File: config.mk
export PLATFORM = sky130hd
export DESIGN_NAME = multi_reader_event_queue
export DESIGN_NICKNAME = d
export VERILOG_FILES = /design/src/rtl/mreq_pkg.sv /design/src/rtl/mreq_ram.sv /design/src/rtl/multi_reader_event_queue.sv
export SDC_FILE = /design/constraint.sdc
export NUM_CORES = 2
export LEC_CHECK = 0
export BUFFER_PORTS_ARGS = -buffer_cell sky130_fd_sc_hd__buf_2
export CORE_MARGIN = 4
export CORE_UTILIZATION = 56
export CTS_CLUSTER_DIAMETER = 80
export CTS_CLUSTER_SIZE = 12
export DETAILED_ROUTE_END_ITERATION = 12
export GPL_TIMING_DRIVEN = 0
export PLACE_DENSITY_LB_ADDON = 0.2
export SYNTH_ARGS = -nofsm -noshare
export SYNTH_HDL_FRONTEND = slang
export SYNTH_HIERARCHICAL = 1
export SYNTH_SLANG_ARGS = --single-unit
File: constraint.sdc
create_clock -name clk_i -period 7.22 [get_ports clk_i]
set_clock_uncertainty 0.15 [all_clocks]
set_input_delay 1.444 -clock clk_i [delete_from_list [all_inputs] [get_ports clk_i]]
set_output_delay 1.444 -clock clk_i [all_outputs]
set_load 0.02 [all_outputs]
File: src/rtl/mreq_pkg.sv
// Shared constants, codes and helpers for the multi-reader event queue.
package mreq_pkg;

  localparam int QUEUE_DEPTH  = 16;
  localparam int READER_SLOTS = 8;

  localparam int PTR_W    = $clog2(QUEUE_DEPTH);
  localparam int SPAN_W   = $clog2(QUEUE_DEPTH + 1);
  localparam int ACTION_W = 3;
  localparam int TYPE_W   = 8;
  localparam int LEN_W    = 16;
  localparam int PAY_W    = 32;
  localparam int CID_W    = 3;
  localparam int TID_W    = 32;
  localparam int STATUS_W = 3;
  localparam int ENTRY_W  = TYPE_W + LEN_W + PAY_W;

  typedef enum logic [ACTION_W-1:0] {
    ACT_ADD_EVENT    = 3'd0,
    ACT_ADD_CONSUMER = 3'd1,
    ACT_DEL_CONSUMER = 3'd2,
    ACT_PEEK         = 3'd3,
    ACT_TAKE         = 3'd4
  } action_e;

  typedef enum logic [STATUS_W-1:0] {
    ST_OK         = 3'd0,
    ST_FULL       = 3'd1,
    ST_NO_SLOT    = 3'd2,
    ST_UNKNOWN    = 3'd3,
    ST_NOTHING    = 3'd4,
    ST_INACTIVE   = 3'd5
  } status_e;

  typedef struct packed {
    logic [TYPE_W-1:0] etype;
    logic [LEN_W-1:0]  elen;
    logic [PAY_W-1:0]  epay;
  } entry_t;

  function automatic logic [PTR_W-1:0] ring_next(input logic [PTR_W-1:0] p);
    return (p == PTR_W'(QUEUE_DEPTH - 1)) ? '0 : p + PTR_W'(1);
  endfunction

endpackage

File: src/rtl/mreq_ram.sv
// Generic single-write, single-read RAM with registered read data.
module mreq_ram #(
  parameter int WIDTH = 8,
  parameter int DEPTH = 16
) (
  input  logic                     clk_i,
  input  logic                     we_i,
  input  logic [$clog2(DEPTH)-1:0] waddr_i,
  input  logic [WIDTH-1:0]         wdata_i,
  input  logic                     re_i,
  input  logic [$clog2(DEPTH)-1:0] raddr_i,
  output logic [WIDTH-1:0]         rdata_o
);

  logic [WIDTH-1:0] mem_q [DEPTH];
  logic [WIDTH-1:0] rdata_q;

  always_ff @(posedge clk_i) begin
    if (we_i) begin
      mem_q[waddr_i] <= wdata_i;
    end
    if (re_i) begin
      rdata_q <= mem_q[raddr_i];
    end
  end

  assign rdata_o = rdata_q;

endmodule

File: src/rtl/multi_reader_event_queue.sv
// Broadcast event queue: ring of events with per-reader pending masks.
// Each request is latched, executed and its result registered in a done state; peek and take
//   first walk the span for the reader's oldest pending entry and read it, then take skips
//   freed head entries; del_consumer finds the slot, clears its bit over the span, then skips.
// Throughput: one request at a time, accepted the cycle after its predecessor's result registers.
// Reset clears pointers, span, reader slots and all pending masks at once; no clearing pass.
module multi_reader_event_queue (
  input  logic                             clk_i,
  input  logic                             rst_ni,
  input  logic                             in_valid_i,
  output logic                             in_ready_o,
  input  logic [mreq_pkg::ACTION_W-1:0]    action_i,
  input  logic [mreq_pkg::TYPE_W-1:0]      event_type_i,
  input  logic [mreq_pkg::LEN_W-1:0]       message_length_i,
  input  logic [mreq_pkg::PAY_W-1:0]       payload_i,
  input  logic [mreq_pkg::CID_W-1:0]       consumer_id_i,
  input  logic [mreq_pkg::TID_W-1:0]       thread_id_i,
  output logic                             out_valid_o,
  input  logic                             out_ready_i,
  output logic [mreq_pkg::STATUS_W-1:0]    status_o,
  output logic [mreq_pkg::CID_W-1:0]       slot_given_o,
  output logic                             found_o,
  output logic [mreq_pkg::TYPE_W-1:0]      out_type_o,
  output logic [mreq_pkg::LEN_W-1:0]       out_length_o,
  output logic [mreq_pkg::PAY_W-1:0]       out_payload_o,
  output logic [mreq_pkg::SPAN_W-1:0]      entries_used_o
);
  import mreq_pkg::*;

  typedef enum logic [2:0] {
    S_IDLE, S_EXEC, S_DSEARCH, S_DCLEAR, S_WALK, S_READ, S_SKIP, S_DONE
  } state_e;

  state_e                   state_q;
  logic [ACTION_W-1:0]      act_q;
  logic [TYPE_W-1:0]        type_q;
  logic [LEN_W-1:0]         len_q;
  logic [PAY_W-1:0]         pay_q;
  logic [CID_W-1:0]         cid_q;
  logic [TID_W-1:0]         tid_q;

  logic [PTR_W-1:0]         head_q, tail_q, p_q;
  logic [SPAN_W-1:0]        span_q, k_q;
  logic [CID_W-1:0]         s_q;
  logic [READER_SLOTS-1:0]  active_q;
  logic [TID_W-1:0]         slot_thread_q [READER_SLOTS];
  logic [READER_SLOTS-1:0]  pending_q [QUEUE_DEPTH];

  logic [STATUS_W-1:0]      st_q;
  logic [CID_W-1:0]         given_q;
  logic                     found_q;

  logic                     out_valid_q;
  logic [STATUS_W-1:0]      ostatus_q;
  logic [CID_W-1:0]         ogiven_q;
  logic                     ofound_q;
  logic [TYPE_W-1:0]        otype_q;
  logic [LEN_W-1:0]         olen_q;
  logic [PAY_W-1:0]         opay_q;
  logic [SPAN_W-1:0]        oused_q;

  logic                     free_any;
  logic [CID_W-1:0]         free_idx;
  logic [PTR_W-1:0]         rd_idx;
  logic [READER_SLOTS-1:0]  pend_rd;
  logic                     walk_end, walk_hit, thread_hit, s_last;

  logic                     ram_we, ram_re;
  entry_t                   ram_wdata, ram_rdata;

  // Lowest free reader slot.
  always_comb begin
    free_any = 1'b0;
    free_idx = '0;
    for (int i = READER_SLOTS - 1; i >= 0; i--) begin
      if (!active_q[i]) begin
        free_any = 1'b1;
        free_idx = CID_W'(i);
      end
    end
  end

  // One pending-mask read port: the head while skipping, the walk pointer otherwise.
  assign rd_idx     = (state_q == S_SKIP) ? head_q : p_q;
  assign pend_rd    = pending_q[rd_idx];
  assign walk_end   = (k_q == span_q);
  assign walk_hit   = pend_rd[cid_q];
  assign thread_hit = active_q[s_q] && (slot_thread_q[s_q] == tid_q);
  assign s_last     = (s_q == CID_W'(READER_SLOTS - 1));

  assign ram_we    = (state_q == S_EXEC) && (act_q == ACT_ADD_EVENT) && (active_q != '0)
                     && (span_q != SPAN_W'(QUEUE_DEPTH));
  assign ram_wdata = '{etype: type_q, elen: len_q, epay: pay_q};
  assign ram_re    = (state_q == S_WALK) && !walk_end && walk_hit;

  mreq_ram #(
    .WIDTH (ENTRY_W),
    .DEPTH (QUEUE_DEPTH)
  ) u_entry_ram (
    .clk_i   (clk_i),
    .we_i    (ram_we),
    .waddr_i (tail_q),
    .wdata_i (ram_wdata),
    .re_i    (ram_re),
    .raddr_i (p_q),
    .rdata_o (ram_rdata)
  );

  always_ff @(posedge clk_i or negedge rst_ni) begin
    if (!rst_ni) begin
      state_q     <= S_IDLE;
      act_q       <= '0;
      type_q      <= '0;
      len_q       <= '0;
      pay_q       <= '0;
      cid_q       <= '0;
      tid_q       <= '0;
      head_q      <= '0;
      tail_q      <= '0;
      p_q         <= '0;
      span_q      <= '0;
      k_q         <= '0;
      s_q         <= '0;
      active_q    <= '0;
      for (int i = 0; i < READER_SLOTS; i++) slot_thread_q[i] <= '0;
      for (int i = 0; i < QUEUE_DEPTH; i++) pending_q[i] <= '0;
      st_q        <= ST_OK;
      given_q     <= '0;
      found_q     <= 1'b0;
      out_valid_q <= 1'b0;
      ostatus_q   <= ST_OK;
      ogiven_q    <= '0;
      ofound_q    <= 1'b0;
      otype_q     <= '0;
      olen_q      <= '0;
      opay_q      <= '0;
      oused_q     <= '0;
    end else begin
      if (out_valid_q && out_ready_i && state_q != S_DONE) begin
        out_valid_q <= 1'b0;
      end
      unique case (state_q)
        S_IDLE: begin
          if (in_valid_i) begin
            act_q   <= action_i;
            type_q  <= event_type_i;
            len_q   <= message_length_i;
            pay_q   <= payload_i;
            cid_q   <= consumer_id_i;
            tid_q   <= thread_id_i;
            state_q <= S_EXEC;
          end
        end
        S_EXEC: begin
          given_q <= (act_q == ACT_ADD_CONSUMER && free_any) ? free_idx : '0;
          found_q <= 1'b0;
          unique case (act_q)
            ACT_ADD_EVENT: begin
              state_q <= S_DONE;
              if (active_q != '0 && span_q == SPAN_W'(QUEUE_DEPTH)) begin
                st_q <= ST_FULL;
              end else begin
                st_q <= ST_OK;
                // Drop the event when no reader is active.
                if (active_q != '0) begin
                  pending_q[tail_q] <= active_q;
                  tail_q            <= ring_next(tail_q);
                  span_q            <= span_q + SPAN_W'(1);
                end
              end
            end
            ACT_ADD_CONSUMER: begin
              state_q <= S_DONE;
              if (free_any) begin
                st_q                    <= ST_OK;
                slot_thread_q[free_idx] <= tid_q;
                active_q[free_idx]      <= 1'b1;
              end else begin
                st_q <= ST_NO_SLOT;
              end
            end
            ACT_DEL_CONSUMER: begin
              st_q    <= ST_UNKNOWN;
              s_q     <= '0;
              state_q <= S_DSEARCH;
            end
            ACT_PEEK, ACT_TAKE: begin
              if (32'(cid_q) >= READER_SLOTS || !active_q[cid_q]) begin
                st_q    <= ST_INACTIVE;
                state_q <= S_DONE;
              end else begin
                st_q    <= ST_NOTHING;
                p_q     <= head_q;
                k_q     <= '0;
                state_q <= S_WALK;
              end
            end
            default: begin
              st_q    <= ST_OK;
              state_q <= S_DONE;
            end
          endcase
        end
        S_DSEARCH: begin
          if (thread_hit) begin
            active_q[s_q] <= 1'b0;
            st_q          <= ST_OK;
            p_q           <= head_q;
            k_q           <= '0;
            state_q       <= S_DCLEAR;
          end else if (s_last) begin
            state_q <= S_DONE;
          end else begin
            s_q <= s_q + CID_W'(1);
          end
        end
        S_DCLEAR: begin
          // Drop the released slot's bit from every entry in the span.
          if (walk_end) begin
            state_q <= S_SKIP;
          end else begin
            pending_q[p_q][s_q] <= 1'b0;
            p_q                 <= ring_next(p_q);
            k_q                 <= k_q + SPAN_W'(1);
          end
        end
        S_WALK: begin
          if (walk_end) begin
            state_q <= S_DONE;
          end else if (walk_hit) begin
            st_q    <= ST_OK;
            found_q <= 1'b1;
            if (act_q == ACT_TAKE) begin
              pending_q[p_q][cid_q] <= 1'b0;
            end
            state_q <= S_READ;
          end else begin
            p_q <= ring_next(p_q);
            k_q <= k_q + SPAN_W'(1);
          end
        end
        S_READ: begin
          state_q <= (act_q == ACT_TAKE) ? S_SKIP : S_DONE;
        end
        S_SKIP: begin
          // Advance the head past entries no reader still needs.
          if (span_q != '0 && pend_rd == '0) begin
            head_q <= ring_next(head_q);
            span_q <= span_q - SPAN_W'(1);
          end else begin
            state_q <= S_DONE;
          end
        end
        S_DONE: begin
          if (!out_valid_q || out_ready_i) begin
            out_valid_q <= 1'b1;
            ostatus_q   <= st_q;
            ogiven_q    <= given_q;
            ofound_q    <= found_q;
            otype_q     <= found_q ? ram_rdata.etype : '0;
            olen_q      <= found_q ? ram_rdata.elen : '0;
            opay_q      <= found_q ? ram_rdata.epay : '0;
            oused_q     <= span_q;
            state_q     <= S_IDLE;
          end
        end
        default: begin
          state_q <= S_IDLE;
        end
      endcase
    end
  end

  assign in_ready_o     = (state_q == S_IDLE);
  assign out_valid_o    = out_valid_q;
  assign status_o       = ostatus_q;
  assign slot_given_o   = ogiven_q;
  assign found_o        = ofound_q;
  assign out_type_o     = otype_q;
  assign out_length_o   = olen_q;
  assign out_payload_o  = opay_q;
  assign entries_used_o = oused_q;

  a_head_live: assert property (@(posedge clk_i) disable iff (!rst_ni)
    (state_q == S_IDLE || state_q == S_DONE) |-> (span_q == '0 || pending_q[head_q] != '0))
    else $error("head entry is free while span is nonzero");

  a_empty_ptrs: assert property (@(posedge clk_i) disable iff (!rst_ni)
    (span_q == '0) |-> (head_q == tail_q))
    else $error("empty ring with head and tail apart");

  a_walk_bound: assert property (@(posedge clk_i) disable iff (!rst_ni)
    (state_q == S_WALK || state_q == S_DCLEAR) |-> (k_q <= span_q))
    else $error("walk counter ran past the span");

  a_found_ok: assert property (@(posedge clk_i) disable iff (!rst_ni)
    (out_valid_q && ofound_q) |-> (ostatus_q == ST_OK))
    else $error("event returned with a failing status");

  a_span_max: assert property (@(posedge clk_i) disable iff (!rst_ni)
    out_valid_q |-> (32'(oused_q) <= QUEUE_DEPTH))
    else $error("reported span exceeds queue depth");

endmodule

==> summary.txt <==
Floorplan
  • Initial Utilization: 56.5%
  • Die Ht: 348 microns
  • Core box area: 115,000 sq um
  • Die X-Extent: 348 microns
  • Ports: 168
  • Row count: 124
  • Die area: 121,000 sq um

Synth
  • #FFs+latches synth: 1,542
  • Synth top area cells: edfxtp_1, dfrtp_1, mux4_2
  • Post-synth EDFFs: 952
  • Yosys cell types: 74
  • Syn Area/Cell: 15.6 sq um
  • Async SR Flop Fraction: 38.3%
  • Biggest area consumer among synthesized cells: edfxtp_1
  • Synth Flop Type: edfxtp_1
  • Syn Inst Count: 4,153
  • Sequential area share after synthesis: 67.0%
  • Yosys Warn Count: 6
  • Area fraction of the dominant cell type after synthesis: 44.2%
  • Synthesized cell area: 64,700 sq um
  • Syn_nets: 4,267

Layout
  • Fin cells: 6,151
  • Filler cells: 8,288
  • Util after Layout: 63.8%
  • Nets: 4,648
  • Register area: 43,400 sq um
  • Area delta synth->final: 12.9%
  • Layout cells sized above 1: 25.5%
  • Multi-input gate area: 20,100 sq um

Worst setup path
  • Crit Path Category: flop to flop
  • CP max-delay cell: clkbuf_1
  • Crit path max fanout: 10
  • CP endpoint kind: flop
  • Worst path max stage delay: 0.88 ns
  • R2R Setup Slk: 1.14 ns
  • Cells on worst reg2reg path: 13
  • WP data required: 7.76 ns
  • Worst r2r dst: pending_q[71]$_DFFE_PN0P_
  • Startpoint Class: flop
  • Sequence of cells on the critical path: clkbuf_1 -> clkbuf_1 -> buf_1 -> mux2i_1 -> nand2_1 -> a31oi_1 -> o41ai_1 -> nor4_1 -> nand4_1 -> buf_2 -> nand3_1 -> o21ai_0 -> o21ai_0
  • Reg2reg start: p_q[0]$_DFFE_PN0P_
  • CP Data Arrival Time: 6.61 ns

Clocking
  • CTS Buffer Depth: 3
  • Post-CTS Resized: 0
  • Hold-fix buffers, CTS: 0
  • # clock sinks: 1,542
  • Post-CTS Setup Repair Bufs: 0
  • CTS clk-pin slew, worst paths: 0.07 ns
  • CTS buffer count: 147
  • Clk_lat worst skew: 0.79 ns
  • Root Driver: clkbuf_16
  • Htree depth: 4
  • CTS tree: built

Placed design
  • Post-Place Cells: 5,896
  • PortBufs: 167
  • Detailed placer's ending HPWL: 120 mm
  • GP Congestion: 0.985

Global route
  • M2 GR Usage: 48.7%
  • Vias in the first global route: 40,342
  • Total gr overflow: 0
  • Global Route met1 Usage: 41.8%
  • Total Routing Usage GR: 30.5%
  • First-pass GRT wire length: 270 mm
  • Largest net degree at the start of global routing: 120
  • Met3 usage in global routing: 6.72%
  • Most Crowded Layer GR: met2
  • Initial antenna violation count: 6

Worst hold path
  • Worst Hold Path Cells: 2
  • Hold Crit Start: entries_used_o[0]$_DFFE_PN0P_
  • Hold path endpoint: entries_used_o[0]$_DFFE_PN0P_
  • Hold WC Path Type: flop to flop

STA
  • Period Utilization, post-route: 84.2%
  • Final hold vios: 0
  • Pin slew with the least headroom to its limit: 1.47 ns
  • Setup TNS: 0 ns
  • FMAX: 0.165 GHz
  • Slew Viols, Final: 0
  • Min Tclk post-route: 6.08 ns
  • Relative slew slack: 2.31%
  • RSZ-0062 raised after global routing: false
  • Final setup violation count: 0

Route
  • Final ANT Viol Nets: 0
  • DRT Pass-1 Iters: 5
  • DR WL/cell: 29.8 microns
  • Total Wirelength: 183 mm
  • Number of vias per cell: 6.49
  • Initial DRC Count: 4,858
  • DRC viols: 0
  • Vias: 39,890

Power and ir drop
  • Worst-case vdd ir drop: 346 uV
  • Pwr dens: 378 nW/um^2
  • Leak: 27.4 nW

Flow run
  • Number of max-cap violations: 0

Run status
  • Run status: finished, final reports clean
-- cell usage after synthesis, drive strengths merged (5+ instances only) --
| cell type | n |
|---|---|
| and2 | 10 |
| a31oi | 14 |
| and4b | 5 |
| a2111oi | 5 |
| nand3 | 49 |
| nor2 | 325 |
| o21ai | 355 |
| nor4 | 20 |
| nand3b | 6 |
| mux4 | 294 |
| a221o | 6 |
| mux2i | 66 |
| a221oi | 28 |
| and3 | 8 |
| o22ai | 11 |
| buf | 99 |
| a211oi | 10 |
| mux2 | 393 |
| nand4 | 10 |
| or3 | 9 |
| a21oi | 45 |
| nand2 | 300 |
| xnor2 | 29 |
| ha | 15 |
| nor3 | 24 |
| nor2b | 14 |
| a22oi | 131 |
| dfrtp | 590 |
| nand2b | 15 |
| inv | 28 |
| a21o | 7 |
| clkbuf | 183 |
| o31ai | 9 |
| xor2 | 13 |
| edfxtp | 952 |
| o211ai | 5 |
| a22o | 11 |
-- sequential cells by signal (all words and copies together) (netlist names), 4 cells and up --
register / count
u_entry_ram/mem_q: 896
pay_q: 32
slot_thread_q: 256
out_type_o: 8
p_q: 4
k_q: 5
type_q: 8
pending_q: 128
tail_q: 4
span_q: 5
len_q: 16
head_q: 4
u_entry_ram/rdata_o: 56
out_length_o: 16
tid_q: 32
active_q: 8
entries_used_o: 5
out_payload_o: 32
-- through the flow --
| stage | total power, mW | setup slack (ns) | hold slack, ns | cell area [sq um] |
|---|---|---|---|---|
| after global routing | 28.7 | 1.06 | 0.349 | 73100 |
| after CTS | 27.6 | 1.43 | 0.329 | 73100 |
| after detailed placement | 20.4 | 1.42 | 0.315 | 68700 |
| final | 27.6 | 1.14 | 0.321 | 73100 |
| after global placement | 20.2 | -8.51 | 0.308 | 67400 |
| after floorplan | 17.1 | 0.322 | 0.293 | 64700 |
-- placed cells by master (no fill, tap or decap), types with 11 or more instances in the layout --
cell type / n
clkbuf_16: 149
o21ai_0: 354
buf_6: 47
a31oi_1: 14
buf_1: 34
nor2_1: 313
mux4_2: 294
nor3_1: 20
nand3_1: 49
xnor2_1: 29
a221oi_1: 27
edfxtp_1: 952
buf_12: 20
inv_1: 27
buf_16: 14
nand2b_1: 15
a22oi_1: 131
clkbuf_1: 266
dfrtp_1: 590
buf_4: 14
o22ai_1: 11
a21oi_1: 45
ha_1: 15
xor2_1: 13
nor2_4: 12
nand2_1: 300
mux2i_1: 66
a22o_1: 11
mux2_2: 392
buf_2: 199
nor2b_1: 14
nor4_1: 19
-- cell type report --
cell class | instances | share of cell area, %
sequential | 1542 | 59.3
multi-input combinational | 2300 | 27.5
clock buffer | 237 | 5.58
timing repair buffer | 232 | 2.71
tap | 1512 | 2.59
buffer | 282 | 1.78
clock inverter | 16 | 0.378
inverter | 29 | 0.152
antenna | 1 | 0.00342
-- cell families (layout without fill, tap and decap cells) --
family,Yosys count,count (layout),synth area share (%)
other cells,0,1,0
buf+inv,311,796,2.17
mux,753,753,18.1
simple gates,815,815,5.42
compound gates,674,674,6.43
xor+xnor,42,42,0.568
flops,1542,1542,67.0
fa+ha+maj,16,16,0.321
-- worst max path at each step --
stage	from	to	slack [ns]	cells past startpoint
global placement	rst_ni	out_length_o[1]$_DFFE_PN0P_	-8.51	1
CTS	p_q[0]$_DFFE_PN0P_	pending_q[79]$_DFFE_PN0P_	1.43	13
detailed placement	p_q[0]$_DFFE_PN0P_	pending_q[79]$_DFFE_PN0P_	1.42	13
finish	p_q[0]$_DFFE_PN0P_	pending_q[71]$_DFFE_PN0P_	1.14	13
global route	p_q[0]$_DFFE_PN0P_	pending_q[79]$_DFFE_PN0P_	1.06	13
floorplan	state_q[0]$_DFFE_PN0P_	u_entry_ram/mem_q[0][0]$_DFFE_PP_	0.32	9
-- power breakdown --
part	total, mW	switching (mW)	internal (mW)
Clock	7.22	3.29	3.93
Combinational	8.34	5.39	2.95
Sequential	12.0	1.05	11.0
Total	27.6	9.73	17.9
-- worst max-delay path, delay by kind of cell (launching register included) --
family / cells / cell delay (ns)
mux: 1 / 0.26
buf+inv: 4 / 2.44
compound gates: 4 / 0.88
simple gates: 4 / 1.68
flops: 1 / 0.55
-- routing by layer --
metal | wire [microns] | share of wire [%] | vias to the layer above
li1 | - | - | 16682
met1 | 70900 | 39 | 20552
met2 | 87900 | 48 | 2222
met3 | 17600 | 9.6 | 428
met4 | 7100 | 3.9 | 6
met5 | 34 | 0.019 | -
Note: power is estimated with default switching activity, not from simulation.
